==> src/hw/rtl/radix_k_palindrome_check_top_macros.svh <==
// ----------------------------------------------------------------------------
// radix_k_palindrome_check_top_macros.svh
// Assertion helpers for the base-k palindrome tester; they expect clk and
// arst_n in scope.
// ----------------------------------------------------------------------------
`ifndef RADIX_K_PALINDROME_CHECK_TOP_MACROS_SVH
`define RADIX_K_PALINDROME_CHECK_TOP_MACROS_SVH

// Same-cycle implication, held off during reset
`define RKP_ASSERT_NOW(label, ante, cons, msg) \
	label: assert property (@(posedge clk) disable iff (!arst_n) (ante) |-> (cons)) \
		else $error(msg);

// Next-cycle implication, held off during reset
`define RKP_ASSERT_NEXT(label, ante, cons, msg) \
	label: assert property (@(posedge clk) disable iff (!arst_n) (ante) |=> (cons)) \
		else $error(msg);

`endif

==> src/hw/rtl/rkp_pkg.sv <==
// ----------------------------------------------------------------------------
// rkp_pkg
// Shared types and constants of the base-k palindrome tester.
// ----------------------------------------------------------------------------
`default_nettype none

package rkp_pkg;

	// Radix register
	localparam int          RADIX_W     = 6;
	localparam logic [5:0]  RADIX_RESET = 6'd10;
	localparam logic [5:0]  RADIX_MIN   = 6'd2;

	// Quotient bits produced per divider cycle
	localparam int          STEP_BITS   = 8;

	// Controller to datapath commands
	typedef struct packed {
		logic load;      // capture input value, clear reversal
		logic div_step;  // STEP_BITS restoring-division steps
		logic acc;       // fold digit into reversed value
		logic emit;      // write result register
	} rkp_cmd_t;

	// Datapath to controller status
	typedef struct packed {
		logic num_zero;  // running quotient is zero
		logic out_free;  // result register can take a new result
	} rkp_status_t;

endpackage

`default_nettype wire

==> src/hw/rtl/rkp_channels.sv <==
// ----------------------------------------------------------------------------
// rkp_channels
// Valid/ready channel interfaces: input value, result and radix write.
// ----------------------------------------------------------------------------
`default_nettype none

interface rkp_value_if #(parameter int W = 32);
	logic         valid;
	logic         ready;
	logic [W-1:0] value;

	modport source (output valid, output value, input ready);
	modport sink   (input valid, input value, output ready);
endinterface

interface rkp_result_if;
	logic valid;
	logic ready;
	logic is_palindrome;

	modport source (output valid, output is_palindrome, input ready);
	modport sink   (input valid, input is_palindrome, output ready);
endinterface

interface rkp_radix_if;
	logic       valid;
	logic       ready;
	logic [5:0] radix;

	modport source (output valid, output radix, input ready);
	modport sink   (input valid, input radix, output ready);
endinterface

`default_nettype wire

==> src/hw/rtl/rkp_ctrl.sv <==
// ----------------------------------------------------------------------------
// rkp_ctrl
// Sequencer: one digit per pass of test, divide cycles and accumulate.
// ----------------------------------------------------------------------------
`default_nettype none

module rkp_ctrl #(
	parameter int VALUE_WIDTH = 32
) (
	input  wire                  clk,
	input  wire                  arst_n,
	input  wire                  in_valid,
	output logic                 in_ready,
	input  rkp_pkg::rkp_status_t status,
	output rkp_pkg::rkp_cmd_t    cmd
);
	import rkp_pkg::*;

	localparam int DIV_CYCLES = (VALUE_WIDTH + STEP_BITS - 1) / STEP_BITS;
	localparam int CNT_W      = (DIV_CYCLES > 1) ? $clog2(DIV_CYCLES) : 1;

	localparam logic [2:0] ST_IDLE = 3'd0;
	localparam logic [2:0] ST_TEST = 3'd1;
	localparam logic [2:0] ST_DIV  = 3'd2;
	localparam logic [2:0] ST_ACC  = 3'd3;
	localparam logic [2:0] ST_FIN  = 3'd4;

	logic [2:0]       state_q, state_d;
	logic [CNT_W-1:0] cnt_q, cnt_d;
	logic             last_div;

	assign last_div = (cnt_q == CNT_W'(DIV_CYCLES - 1));
	assign in_ready = (state_q == ST_IDLE);

	// Next state and commands
	always_comb begin
		state_d = state_q;
		cnt_d   = cnt_q;
		cmd     = '0;
		case (state_q)
			ST_IDLE: begin
				if (in_valid) begin
					cmd.load = 1'b1;
					state_d  = ST_TEST;
				end
			end
			ST_TEST: begin
				cnt_d = '0;
				if (status.num_zero) begin
					state_d = ST_FIN;
				end else begin
					state_d = ST_DIV;
				end
			end
			ST_DIV: begin
				cmd.div_step = 1'b1;
				cnt_d        = cnt_q + 1'b1;
				if (last_div) begin
					state_d = ST_ACC;
				end
			end
			ST_ACC: begin
				cmd.acc = 1'b1;
				state_d = ST_TEST;
			end
			ST_FIN: begin
				if (status.out_free) begin
					cmd.emit = 1'b1;
					state_d  = ST_IDLE;
				end
			end
			default: begin
				state_d = ST_IDLE;
			end
		endcase
	end

	// State and divide-cycle counter
	always_ff @(posedge clk or negedge arst_n) begin
		if (!arst_n) begin
			state_q <= ST_IDLE;
			cnt_q   <= '0;
		end else begin
			state_q <= state_d;
			cnt_q   <= cnt_d;
		end
	end

endmodule

`default_nettype wire

==> src/hw/rtl/rkp_datapath.sv <==
// ----------------------------------------------------------------------------
// rkp_datapath
// Radix register, shared restoring divider, digit reversal and result
// register.
// ----------------------------------------------------------------------------
`default_nettype none

module rkp_datapath #(
	parameter int VALUE_WIDTH = 32
) (
	input  wire                          clk,
	input  wire                          arst_n,
	input  wire                          cfg_valid,
	input  wire  [rkp_pkg::RADIX_W-1:0]  cfg_radix,
	input  wire  [VALUE_WIDTH-1:0]       value,
	input  rkp_pkg::rkp_cmd_t            cmd,
	output rkp_pkg::rkp_status_t         status,
	output logic                         out_valid,
	input  wire                          out_ready,
	output logic                         out_pal
);
	import rkp_pkg::*;

	localparam int DIV_CYCLES = (VALUE_WIDTH + STEP_BITS - 1) / STEP_BITS;
	localparam int W_PAD      = DIV_CYCLES * STEP_BITS;
	localparam int REV_W      = VALUE_WIDTH + RADIX_W;

	logic [RADIX_W-1:0]     radix_q;
	logic [RADIX_W-1:0]     base_q;
	logic [W_PAD-1:0]       num_q;
	logic [RADIX_W-1:0]     rem_q;
	logic [REV_W-1:0]       rev_q;
	logic [VALUE_WIDTH-1:0] orig_q;
	logic                   out_valid_q;
	logic                   out_pal_q;

	logic [RADIX_W:0]       part;
	logic [STEP_BITS-1:0]   qbits;
	logic [RADIX_W-1:0]     rem_next;

	// Restoring division, STEP_BITS quotient bits MSB first
	always_comb begin
		part  = {1'b0, rem_q};
		qbits = '0;
		for (int i = 0; i < STEP_BITS; i++) begin
			part = {part[RADIX_W-1:0], num_q[W_PAD-1-i]};
			if (part >= {1'b0, base_q}) begin
				qbits[STEP_BITS-1-i] = 1'b1;
				part                 = part - {1'b0, base_q};
			end
		end
		rem_next = part[RADIX_W-1:0];
	end

	assign status.num_zero = (num_q == '0);
	assign status.out_free = !out_valid_q || out_ready;

	// Radix register and result valid
	always_ff @(posedge clk or negedge arst_n) begin
		if (!arst_n) begin
			radix_q     <= RADIX_RESET;
			out_valid_q <= 1'b0;
		end else begin
			if (cfg_valid) begin
				radix_q <= cfg_radix;
			end
			if (cmd.emit) begin
				out_valid_q <= 1'b1;
			end else if (out_ready) begin
				out_valid_q <= 1'b0;
			end
		end
	end

	// Working registers
	always_ff @(posedge clk) begin
		if (cmd.load) begin
			num_q  <= W_PAD'(value);
			orig_q <= value;
			rev_q  <= '0;
			rem_q  <= '0;
			base_q <= (radix_q < RADIX_MIN) ? RADIX_MIN : radix_q;
		end else if (cmd.div_step) begin
			num_q <= (num_q << STEP_BITS) | W_PAD'(qbits);
			rem_q <= rem_next;
		end else if (cmd.acc) begin
			// reversed value grows by one digit; bounded by radix * value
			rev_q <= REV_W'(rev_q * base_q) + REV_W'(rem_q);
			rem_q <= '0;
		end
		if (cmd.emit) begin
			out_pal_q <= (rev_q == REV_W'(orig_q));
		end
	end

	assign out_valid = out_valid_q;
	assign out_pal   = out_pal_q;

endmodule

`default_nettype wire

==> src/hw/rtl/radix_k_palindrome_check_top.sv <==
// ----------------------------------------------------------------------------
// radix_k_palindrome_check_top
// Tests whether a value reads the same both ways in a configured radix.
// ----------------------------------------------------------------------------
// Usage:
//   item   : valid/ready input, one unsigned value per transfer.
//   result : valid/ready output, one is_palindrome bit per item.
//   cfg    : valid/ready radix write, always ready; write only while idle.
//            Radix 0 and 1 act as radix 2.
// Sequence:
//   One item at a time. Each base-k digit takes a test step, the divide
//   steps of the shared restoring divider (8 quotient bits a cycle) and an
//   accumulate step. After the last digit a test finds the quotient zero
//   and the result is written to the output register; a zero value goes
//   straight from the test to the result. The next item can be taken in the
//   cycle after the result is written. The digit loop through the divider
//   sets the time an item takes.
// Reset: arst_n clears the sequencer and result valid and sets radix 10.
// Stall: the result waits in an output register; the next item is taken and
//   worked on meanwhile, then holds until that register is free.
// ----------------------------------------------------------------------------
`default_nettype none

module radix_k_palindrome_check_top #(
	parameter int VALUE_WIDTH = 32
) (
	input  wire          clk,
	input  wire          arst_n,
	rkp_value_if.sink    item,
	rkp_result_if.source result,
	rkp_radix_if.sink    cfg
);
	import rkp_pkg::*;

	rkp_cmd_t    cmd;
	rkp_status_t status;
	logic        in_ready;

	assign item.ready = in_ready;
	assign cfg.ready  = 1'b1;

	// Sequencer
	rkp_ctrl #(
		.VALUE_WIDTH (VALUE_WIDTH)
	) u_ctrl (
		.clk      (clk),
		.arst_n   (arst_n),
		.in_valid (item.valid),
		.in_ready (in_ready),
		.status   (status),
		.cmd      (cmd)
	);

	// Divider, reversal and result register
	rkp_datapath #(
		.VALUE_WIDTH (VALUE_WIDTH)
	) u_datapath (
		.clk       (clk),
		.arst_n    (arst_n),
		.cfg_valid (cfg.valid),
		.cfg_radix (cfg.radix),
		.value     (VALUE_WIDTH'(item.value)),
		.cmd       (cmd),
		.status    (status),
		.out_valid (result.valid),
		.out_ready (result.ready),
		.out_pal   (result.is_palindrome)
	);

	// Checks
`include "radix_k_palindrome_check_top_macros.svh"

	`RKP_ASSERT_NOW(a_emit_free, cmd.emit, (!result.valid || result.ready), "result overwritten")
	`RKP_ASSERT_NEXT(a_busy_after_take, (item.valid && item.ready), !item.ready, "took item while busy")
	`RKP_ASSERT_NEXT(a_emit_shows, cmd.emit, result.valid, "result not shown after emit")

endmodule

`default_nettype wire
==> src/flat_wrapper.sv <==
// flat-port wrapper written by rule: the top's interface ports become plain ports
module radix_k_palindrome_check_top_flat import rkp_pkg::*;
#(
	parameter int VALUE_WIDTH = 32
)
  (clk, arst_n, item_valid, item_value, item_ready, result_valid, result_is_palindrome, result_ready, cfg_valid, cfg_radix, cfg_ready);
  rkp_value_if item_i ();
  rkp_result_if result_i ();
  rkp_radix_if cfg_i ();
  input  wire clk;
  input  wire arst_n;
  input wire logic [$bits(item_i.valid)-1:0] item_valid;
  input wire logic [$bits(item_i.value)-1:0] item_value;
  output wire logic [$bits(item_i.ready)-1:0] item_ready;
  output wire logic [$bits(result_i.valid)-1:0] result_valid;
  output wire logic [$bits(result_i.is_palindrome)-1:0] result_is_palindrome;
  input wire logic [$bits(result_i.ready)-1:0] result_ready;
  input wire logic [$bits(cfg_i.valid)-1:0] cfg_valid;
  input wire logic [$bits(cfg_i.radix)-1:0] cfg_radix;
  output wire logic [$bits(cfg_i.ready)-1:0] cfg_ready;
  assign item_i.valid = item_valid;
  assign item_i.value = item_value;
  assign item_ready = item_i.ready;
  assign result_valid = result_i.valid;
  assign result_is_palindrome = result_i.is_palindrome;
  assign result_i.ready = result_ready;
  assign cfg_i.valid = cfg_valid;
  assign cfg_i.radix = cfg_radix;
  assign cfg_ready = cfg_i.ready;
  radix_k_palindrome_check_top #(.VALUE_WIDTH(VALUE_WIDTH)) u_core (.clk(clk), .arst_n(arst_n), .item(item_i), .result(result_i), .cfg(cfg_i));
endmodule
==> config.mk <==
export PLATFORM = sky130hd
export DESIGN_NAME = radix_k_palindrome_check_top_flat
export DESIGN_NICKNAME = d
export VERILOG_FILES = /design/src/hw/rtl/rkp_pkg.sv /design/src/hw/rtl/rkp_channels.sv /design/src/hw/rtl/rkp_ctrl.sv /design/src/hw/rtl/rkp_datapath.sv /design/src/hw/rtl/radix_k_palindrome_check_top.sv /design/src/flat_wrapper.sv
export VERILOG_INCLUDE_DIRS = /design/src /design/src/hw/rtl
export SDC_FILE = /design/constraint.sdc
export NUM_CORES = 1
export LEC_CHECK = 0
export BUFFER_PORTS_ARGS = -buffer_cell sky130_fd_sc_hd__buf_2
export CAP_MARGIN = 40
export CORE_MARGIN = 1.5
export CORE_UTILIZATION = 50
export CTS_BUF_LIST = sky130_fd_sc_hd__clkbuf_4
export DETAILED_ROUTE_END_ITERATION = 7
export PLACE_DENSITY = 0.7
export SYNTH_ARGS = -nofsm -noshare
export SYNTH_HDL_FRONTEND = slang
export SYNTH_SLANG_ARGS = --single-unit
==> constraint.sdc <==
create_clock -name clk -period 19.5 [get_ports clk]
set_input_delay 3.9 -clock clk [delete_from_list [all_inputs] [get_ports clk]]
set_output_delay 3.9 -clock clk [all_outputs]
set_load 0.1 [all_outputs]
Yosys cells after proc, flatten, opt, wreduce, memory -nomap -nowiden
Index checks and enable logic that the tools add are counted.
Storage, ports and cells
  bits in registers: 127
  bits in latches: 0
  memory bits (writable): 0
  ROM bits: 0
  input bits: 43
  output and inout bits: 4
  word-level logic and storage cells: 85
  memories kept: 0
Operators by class
  add/sub/neg operators: 10
  multipliers: 1
  div/mod/pow operators: 0
  order comparisons: 9
  equal/unequal tests: 9
  shift operators: 0
  multiplexer cells: 34
  bitwise gates (word level): 2
  reductions and logical operators: 10
Operators with widths (count)
  $mux 32: 2
  $mux 6: 10
  $ge 7x6->1: 8
  $sub 6x6->6: 8
  $add 38x6->38: 1
  $eq 38x32->1: 1
  $mul 38x6->38: 1
  $logic_not 32->1: 1
  $or 32x8->32: 1
  $mux 1: 16
  $pmux 3 s5: 1
  $mux 3: 4
  $reduce_bool 2->1: 4
  $eq 3x2->1 const B: 2
  $lt 6x2->1 const B: 1
  $ne 2x2->1 const B: 2
  $pmux 2 s2: 1
  $eq 3x1->1 const B: 1
  $eq 3x3->1 const B: 1
  $logic_not 3->1: 1
  $reduce_and 3->1: 1
  $add 2x1->2 const B: 1
  $eq 2x2->1 const B: 1
  $ne 2x1->1 const B: 1
  other kinds (4): 4

Depth between registers and ports, before layout
Gate-level depths: netlist of run 1.
  depth after elaboration: 19
  gate-level depth with buffers: 84
  depth with buffers taken out: 78

Cells and area by module
Synthesis of run 1 repeated with hierarchy kept, for this count alone.
Second synthesis, totals
  cell total of the unflattened synthesis: 1560
  area, all modules: 14282.4 um2
Modules (own cells, without submodules)
  rkp_datapath: instances 1, cells an instance 1524, area an instance 13938.4 um2, seq. area each 3190.6 um2
  rkp_ctrl: instances 1, cells an instance 34, area an instance 332.8 um2, seq. area each 125.1 um2
  radix_k_palindrome_check_top: instances 1, cells an instance 2, area an instance 11.3 um2, seq. area each 0.0 um2

Worst setup path after synthesis of run 1
No wires, ideal clock.
  path type: reg-to-reg
  start point: register u_core.u_datapath.base_q[1]
  end point: register u_core.u_datapath.rem_q[0]
  library setup time: 0.117 ns
  arrival: 16.193 ns
  required time: 19.383 ns
  slack: 3.190 ns
  cell stages (with the launch flop): 81
  buffers on the path: 6
  clock period less this slack: 16.310 ns
  path through: edfxtp_1 -> clkbuf_1 -> clkbuf_1 -> inv_1 -> ha_1 -> nand2b_1 -> a21oi_2 -> o311a_4 -> nor2_4 -> mux2_2 -> ha_1 -> and4_1 -> a31oi_1 -> o31ai_4 -> nand2b_4 -> buf_6 -> nand2_1 -> a21boi_0 -> (+45 left out) -> o21ai_0 -> nand2b_1 -> a21o_1 -> a21o_1 -> a31o_2 -> a21o_1 -> a2111o_4 -> a221oi_1 -> or2_2 -> ha_1 -> o21ai_0 -> nand2b_1 -> a21o_1 -> a21o_1 -> a211oi_1 -> o31a_1 -> nand3_1 -> a32o_1
On the way
  word-level cells in the longest chain between the ends: 17
  elaborated cells between the ends (all ways): 24
  classes of those cells: add/sub (7); order compare (8); mux (9)
RTL lines
  start, declared: line rkp_datapath.sv:29  | logic [RADIX_W-1:0] base_q;
  start signal, assigned: line rkp_datapath.sv:82  | base_q <= (radix_q < RADIX_MIN) ? RADIX_MIN : radix_q;
  $sub 6x6->6 or $ge 7x6->1 (tied branches): line rkp_datapath.sv:49, rkp_datapath.sv:47
  $mux 6: line rkp_datapath.sv:47  | if (part >= {1'b0, base_q}) begin
  $sub 6x6->6 or $ge 7x6->1 (tied branches): line rkp_datapath.sv:49, rkp_datapath.sv:47
  $mux 6: line rkp_datapath.sv:47
  $sub 6x6->6 or $ge 7x6->1 (tied branches): line rkp_datapath.sv:49, rkp_datapath.sv:47
  $mux 6: line rkp_datapath.sv:47
  $sub 6x6->6 or $ge 7x6->1 (tied branches): line rkp_datapath.sv:49, rkp_datapath.sv:47
  $mux 6: line rkp_datapath.sv:47
  $sub 6x6->6 or $ge 7x6->1 (tied branches): line rkp_datapath.sv:49, rkp_datapath.sv:47
  $mux 6: line rkp_datapath.sv:47
  $ge 7x6->1 or $sub 6x6->6 (tied branches): line rkp_datapath.sv:47, rkp_datapath.sv:49
  $mux 6: line rkp_datapath.sv:47
  $sub 6x6->6 or $ge 7x6->1 (tied branches): line rkp_datapath.sv:49, rkp_datapath.sv:47
  $mux 6: line rkp_datapath.sv:47
  $ge 7x6->1 *: line rkp_datapath.sv:47
  $mux 6 *: line rkp_datapath.sv:47
  $mux 6 *: line rkp_datapath.sv:83  | end else if (cmd.div_step) begin
  end signal, assigned: line rkp_datapath.sv:85  | rem_q <= rem_next;
  end, declared: line rkp_datapath.sv:31  | logic [RADIX_W-1:0] rem_q;
Every way passes the cells marked *; elsewhere a longest branch is shown, timed or not.
A chain may end at the register's enable or synchronous reset.

Final worst setup path of run 1
  start point: register u_core.u_datapath.base_q[3]
  end point: register u_core.u_datapath.num_q[0], data pin
On the way
  word-level cells in the longest chain between the ends: 19
  elaborated cells between the ends (all ways): 26
  classes of those cells: add/sub (7); order compare (8); mux (10); bitwise (1)
RTL lines
  $sub 6x6->6 or $ge 7x6->1 (tied branches): line rkp_datapath.sv:49, rkp_datapath.sv:47
  $mux 6: line rkp_datapath.sv:47
  $sub 6x6->6 or $ge 7x6->1 (tied branches): line rkp_datapath.sv:49, rkp_datapath.sv:47
  $mux 6: line rkp_datapath.sv:47
  $sub 6x6->6 or $ge 7x6->1 (tied branches): line rkp_datapath.sv:49, rkp_datapath.sv:47
  $mux 6: line rkp_datapath.sv:47
  $ge 7x6->1 or $sub 6x6->6 (tied branches): line rkp_datapath.sv:47, rkp_datapath.sv:49
  $mux 6: line rkp_datapath.sv:47
  (+3 left out)
  $mux 6: line rkp_datapath.sv:47
  $sub 6x6->6 or $ge 7x6->1 (tied branches): line rkp_datapath.sv:49, rkp_datapath.sv:47
  $mux 6: line rkp_datapath.sv:47
  $ge 7x6->1 *: line rkp_datapath.sv:47
  $mux 1 *: line rkp_datapath.sv:47
  $or 32x8->32 *: line rkp_datapath.sv:84  | num_q <= (num_q << STEP_BITS) | W_PAD'(qbits);
  $mux 32 *: line rkp_datapath.sv:83
  $mux 32 *: line rkp_datapath.sv:77  | if (cmd.load) begin
  end signal, assigned: line rkp_datapath.sv:78  | num_q <= W_PAD'(value);
  end signal, assigned: line rkp_datapath.sv:84
  end, declared: line rkp_datapath.sv:30  | logic [W_PAD-1:0] num_q;
Every way passes the cells marked *; elsewhere a longest branch is shown, timed or not. The select of a mux whose other input is x is not followed.

==> metrics, run 1 <==
Max stage delay cell, worst path=a2111oi_4; Crit Path Class=flop to flop; routed len/inst=17.9 µm; core box area=27900 µm²; Area Growth Syn to Fin=5.17%; Most common cell on crit path=a21o_1; HP Class=flop to flop; CP startpoint kind=flop; Final nets=1930; capturing point of the worst reg2reg path=u_core.u_datapath.num_q[0]; CTS HTree Levels=4; cell taking the most area after synthesis=fa_1; Commonest cells post-synth=nand2_1 (380), inv_1 (169), fa_1 (144); die height=172 µm; Seq cells post-synth=127; Tmin final=18.13 ns; Post-DP HPWL=27.9 mm; ys flop type=edfxtp_1; Mean Syn Cell Area=8.77 µm²; Num CTS Buffers=17; CTS tree=done; largest net degree at the start of global routing=69; Worst-path clk slew=0.13 ns; CP bufs+invs=6; hold path start=u_core.u_datapath.rev_q[35]; # rows=61; RSZ-0062 raised after global routing=no; final setup fails=0; Syn Inst Count=1631; first-pass GRT wire length=58.7 mm; GRT overflow=0; post-layout util=53.8%; max frequency=55.1 MHz; CP Data Arrival Time=18.41 ns; Starting Density=51.2%; vias in the first global route=11400; asr flop ratio synth=9.45%; cell with the most instances after synthesis=nand2_1; GPL Wtd Cong=0.945; CTS Buffer Depth=2; Hold WS=0.518 ns; Final Cycle Share=93.0%; reg-to-reg startpoint=u_core.u_datapath.base_q[3]; CP required=19.77 ns; R2R Setup Slk=1.37 ns; GRT Util Overall=25.8%; Worst Tran Pin Value=0.889 ns; Setup TNS Final=0 ns; reg2reg path depth=75; # IOs=47; die width=172 µm; YS warnings=0; initial antenna violation count=1; DRT Wirelength=35.9 mm; dominant cells by area after synthesis=fa_1 (20%), edfxtp_1 (15%), ha_1 (11%), nand2_1 (10%), dfxtp_1 (6.2%); outcome=finished clean; Worst Skew=0.0254 ns; Fillers=2594; Synth cell types=78; hold buffers post-CTS=0; max-cap check violation count=0; delay-heaviest family, CP=compound AO/OA/AOI/OAI gates; Crit path largest cell delay=0.54 ns; Hold Crit Endpoint=u_core.u_datapath.rev_q[35]; Final ANT Viol Nets=0; post-CTS resize count=0; Max Slew Vio Count=0; root buf cell=clkbuf_4; clock latency on the worst-skew pair=0.57 ns; post-synth top area share=20.2%; Fin. Hold Viols=0; Critical Path Start=u_core.u_datapath.base_q[3]; die area=29600 µm²; syn nets=1943; DRC=0; share of cells above drive strength 1=8.65%; crit-path max FO=36; Via density=5.68; via count=11400; Cell Area, Synth=14300 µm²; starting DRC count in detailed routing=821; setup repair bufs after CTS=0; worst hold path cell count=2; drt first pass iters=7; Worst slew margin=40.8%; nature of the critical path endpoint=flop; sequential area share after synthesis=23.2%; Post-synth EDFFs=71; port bufs=45; # clock sinks=127
-- logic make-up after synthesis --
| family | synth area share, % |
|---|---|
| XOR/XNOR | 6.12 |
| adder cells (fa/ha/maj) | 31.1 |
| flip-flops | 23.2 |
| AO/OA/AOI/OAI | 13.6 |
| multiplexers | 1.78 |
| buffers and inverters | 6.90 |
| other | 0.0262 |
| AND/OR/NAND/NOR | 17.3 |
-- worst max path at each step --
| stage | end | cells after the start | slack (ns) |
|---|---|---|---|
| 2_1_floorplan | u_core.u_datapath.rem_q[0] | 80 | 3.19 |
| 3_3_place_gp | u_core.u_datapath.num_q[0] | 75 | 2.00 |
| 3_5_place_dp | u_core.u_datapath.num_q[0] | 76 | 1.22 |
| 4_1_cts | u_core.u_datapath.num_q[0] | 76 | 1.09 |
| 5_1_grt | u_core.u_datapath.num_q[0] | 76 | 0.1 |
| 6_report | u_core.u_datapath.num_q[0] | 75 | 1.37 |
-- cell type report --
type                            instances  area, µm²  area share (%)
Multi-Input combinational cell       1245      10000            66.6
Sequential cell                       127       3320            22.0
Inverter                              169        636            4.23
Tap cell                              378        473            3.14
Timing Repair Buffer                   58        340            2.26
Clock inverter                         15        134           0.890
Clock buffer                           17        128           0.849
Antenna cell                            1       2.50          0.0166
-- metrics by stage --
stage          instances  instance area (µm²)  setup WS, ns
2_1_floorplan       1631                14300          3.19
3_3_place_gp        1975                14700          2.00
3_5_place_dp        1977                14800          1.22
4_1_cts             2009                15000          1.09
5_1_grt             2010                15000        0.0993
6_report            2010                15000          1.37
-- layout by cell type, fill, tap and decap left out, types with 34 or more instances in the layout --
master	netlist	layout
a21o_1	44	44
a21oi_1	99	99
buf_2	3	46
dfxtp_1	44	44
edfxtp_1	71	71
fa_1	144	144
ha_1	125	125
inv_1	169	168
nand2_1	380	380
nor2_1	56	55
o21ai_0	34	34
xnor2_1	63	63
xor2_1	37	37
-- worst reg2reg max path, delay by kind of cell (launching register included) --
kind                       cells  cell delay [ns]
DFF                            1             0.36
adders and majority gates      8             2.43
muxes                          4             1.55
and+or+nand+nor               20             4.44
AOI/OAI and AO/OA             37             8.11
buffers and inverters          6             0.97
-- sequential cells by signal (all words and copies together), names as in the netlist --
name,flops
u_core.u_datapath.out_pal,1
u_core.u_datapath.orig_q,32
u_core.u_datapath.base_q,6
u_core.u_datapath.radix_q,6
u_core.u_datapath.rev_q,38
u_core.u_datapath.num_q,32
u_core.u_datapath.out_valid,1
u_core.u_ctrl.state_q,3
u_core.u_ctrl.cnt_q,2
u_core.u_datapath.rem_q,6
-- routing by layer --
metal	GRT usage, %	vias to the layer above	share of wire [%]
li1	-	5389	-
met1	35.1	5546	45
met2	41.4	414	46
met3	4.97	69	6.8
met4	8.66	0	2.7
met5	0	-	0
Power of run 1 is not shown: default switching activity piles up to over one toggle a cycle in this logic, so the estimate is an artifact.
==> inputs of run 2 (changes only) <==
Settings changed: SYNTH_HIERARCHICAL from default to 1.
==> metrics, run 2 <==
sequential area share after synthesis=23.2% (about the same); clock latency on the worst-skew pair=0.58 ns (was 0.57 ns); Worst-path clk slew=0.13 ns (about the same); Top reg by flops=u_core/u_datapath/rev_q (was u_core.u_datapath.rev_q); CP startpoint kind=flop (unchanged); Starting Density=51.1% (was 51.2%); DRT Wirelength=35.2 mm (was 35.9 mm); HP Class=flop to flop (unchanged); port bufs=45 (unchanged); Via density=5.70 (was 5.68); Tmin final=17.96 ns (was 18.13 ns); CP Data Arrival Time=18.47 ns (was 18.41 ns); CTS HTree Levels=4 (unchanged); max-cap check violation count=0 (unchanged); CP required=20.02 ns (was 19.77 ns); root buf cell=clkbuf_4 (unchanged); Area Growth Syn to Fin=5.50% (was 5.17%); routed len/inst=18.1 µm (was 17.9 µm); Post-synth EDFFs=71 (unchanged); Mean Syn Cell Area=9.16 µm² (was 8.77 µm²); via count=11100 (was 11400); registers with the most flip-flops=u_core/u_datapath/rev_q: 38 flops, u_core/u_datapath/num_q: 32 flops, u_core/u_datapath/orig_q: 32 flops (was u_core.u_datapath.rev_q: 38 flops, u_core.u_datapath.num_q: 32 flops, u_core.u_datapath.orig_q: 32 flops); asr flop ratio synth=9.45% (unchanged); Commonest cells post-synth=nand2_1 (294), inv_1 (180), fa_1 (144) (was nand2_1 (380), inv_1 (169), fa_1 (144)); first-pass GRT wire length=57.7 mm (was 58.7 mm); Non-Filler Instances=1947 (was 2010); Setup TNS Final=0 ns (unchanged); core box area=27900 µm² (unchanged); Fin. Hold Viols=0 (unchanged); starting DRC count in detailed routing=780 (was 821); # rows=61 (unchanged); ys flop type=edfxtp_1 (unchanged); largest net degree at the start of global routing=58 (was 69); Seq cells post-synth=127 (unchanged); DRC=0 (unchanged); most frequent cells in the layout=nand2_1 (294), inv_1 (180), fa_1 (144), ha_1 (125), a21oi_1 (83) (was nand2_1 (380), inv_1 (168), fa_1 (144), ha_1 (125), a21oi_1 (99)); post-layout util=53.9% (was 53.8%); dominant cells by area after synthesis=fa_1 (20%), edfxtp_1 (15%), ha_1 (11%), nand2_1 (7.7%), dfxtp_1 (6.2%) (was fa_1 (20%), edfxtp_1 (15%), ha_1 (11%), nand2_1 (10%), dfxtp_1 (6.2%)); CTS tree=done (unchanged); die height=172 µm (about the same); Worst Tran Pin Value=0.788 ns (was 0.889 ns); GPL Wtd Cong=0.899 (was 0.945); Final ANT Viol Nets=0 (unchanged); Crit path largest cell delay=0.56 ns (was 0.54 ns); cell with the most instances after synthesis=nand2_1 (unchanged); die area=29600 µm² (about the same); CTS Buffer Depth=2 (unchanged); die width=172 µm (about the same); Worst slew margin=47.4% (was 40.8%); hold buffers post-CTS=0 (unchanged); Placed Cells=1912 (was 1977); Num CTS Buffers=17 (unchanged); YS warnings=6 (was 0); crit-path max FO=36 (unchanged); post-synth top area share=20.2% (about the same); Most common cell on crit path=o21ai_0 (was a21o_1); syn nets=1872 (was 1943); Max stage delay cell, worst path=a221oi_1 (was a2111oi_4); outcome=finished clean (unchanged); initial antenna violation count=2 (was 1); vias in the first global route=11300 (was 11400); Crit Path Class=flop to flop (unchanged); drt first pass iters=5 (was 7); post-CTS resize count=0 (unchanged); cell taking the most area after synthesis=fa_1 (unchanged); max frequency=55.7 MHz (was 55.1 MHz); # clock sinks=127 (unchanged); # IOs=47 (unchanged); max reg flops=38 (unchanged); most common cell after layout, fill and taps aside=nand2_1 (unchanged); setup repair bufs after CTS=0 (unchanged); Max Slew Vio Count=0 (unchanged); Worst Skew=0.0214 ns (was 0.0254 ns); Final nets=1866 (was 1930); share of cells above drive strength 1=11.0% (was 8.65%); nature of the critical path endpoint=flop (unchanged); final setup fails=0 (unchanged); RSZ-0062 raised after global routing=no (unchanged); Post-DP HPWL=27.0 mm (was 27.9 mm); Cell Area, Synth=14300 µm² (about the same); GRT Util Overall=25.3% (was 25.8%); Synth cell types=86 (was 78); GRT overflow=0 (unchanged); Final Cycle Share=92.1% (was 93.0%); Syn Inst Count=1560 (was 1631)
[run 2: changes by cell type after synthesis, sizes merged, moves of 7 or more]
| cell | delta |
|---|---|
| nand2 | -87 |
| mux2 | +31 |
| a21oi | -17 |
| nor2 | -15 |
| a21o | -14 |
| clkbuf | -13 |
| inv | +11 |
| xor2 | -9 |
| a211o | +7 |
| mux2i | +7 |
| nor2b | +7 |
[run 2: kinds of logic (layout without fill, tap and decap cells)]
kind of cell,Yosys count,after routing,synth area share (%)
adder cells (fa/ha/maj),269,269,31.1
AND/OR/NAND/NOR,479,479,15.5
buffers and inverters,263,270,7.17
AO/OA/AOI/OAI,269,269,12.6
flip-flops,127,127,23.2
XOR/XNOR,91,91,5.58
other,1,3,0.0263
multiplexers,61,61,4.79
[run 2: final cells by class]
type	instances	area [µm²]
clock buffer	17	128
sequential	127	3320
inverter	180	676
clock inverter	15	175
fill	2540	12900
antenna	2	5.00
timing repair buffer	58	348
tap	378	473
multi-input combinational	1170	9950
[run 2: critical path: cells and delay by family, from the launching register on]
| kind | cells | cell delay [ns] |
|---|---|---|
| compound gates | 37 | 8.81 |
| fa+ha+maj | 8 | 2.47 |
| buf+inv | 10 | 1.50 |
| flops | 1 | 0.37 |
| mux | 7 | 2.23 |
| simple gates | 15 | 2.50 |
[run 2: routing by layer]
metal | global-route usage, % | part of all wire, % | up-vias
met2 | 42.5 | 48 | 339
met3 | 4.19 | 5.6 | 69
met1 | 32.9 | 43 | 5464
met5 | 0 | 0 | -
met4 | 9.38 | 3.1 | 0
li1 | - | - | 5219
[run 2: final timing paths]
path / from / cells past startpoint / slack, ns / to
max reg2reg: u_core/u_datapath/base_q[3] / 77 / 1.54 / u_core/u_datapath/rem_q[0]
max in group asynchronous: arst_n / 1 / 16.03 / u_core/u_datapath/radix_q[1]
max: u_core/u_datapath/base_q[3] / 77 / 1.54 / u_core/u_datapath/rem_q[0]
min: u_core/u_datapath/rev_q[37] / 2 / 0.50 / u_core/u_datapath/rev_q[37]
min in group asynchronous: arst_n / 1 / 3.18 / u_core/u_datapath/out_valid
min reg2reg: u_core/u_datapath/rev_q[37] / 2 / 0.50 / u_core/u_datapath/rev_q[37]
[run 2: stage by stage]
stage          worst slack, ns  hold slack, ns  area, µm²
6_report                  1.54           0.505      15100
2_1_floorplan             3.21           0.445      14300
5_1_grt                  0.183           0.519      15100
4_1_cts                   1.85           0.500      15100
3_3_place_gp              2.02           0.460      14700
3_5_place_dp              1.92           0.468      14700
Power of run 2 is left out for the same reason.
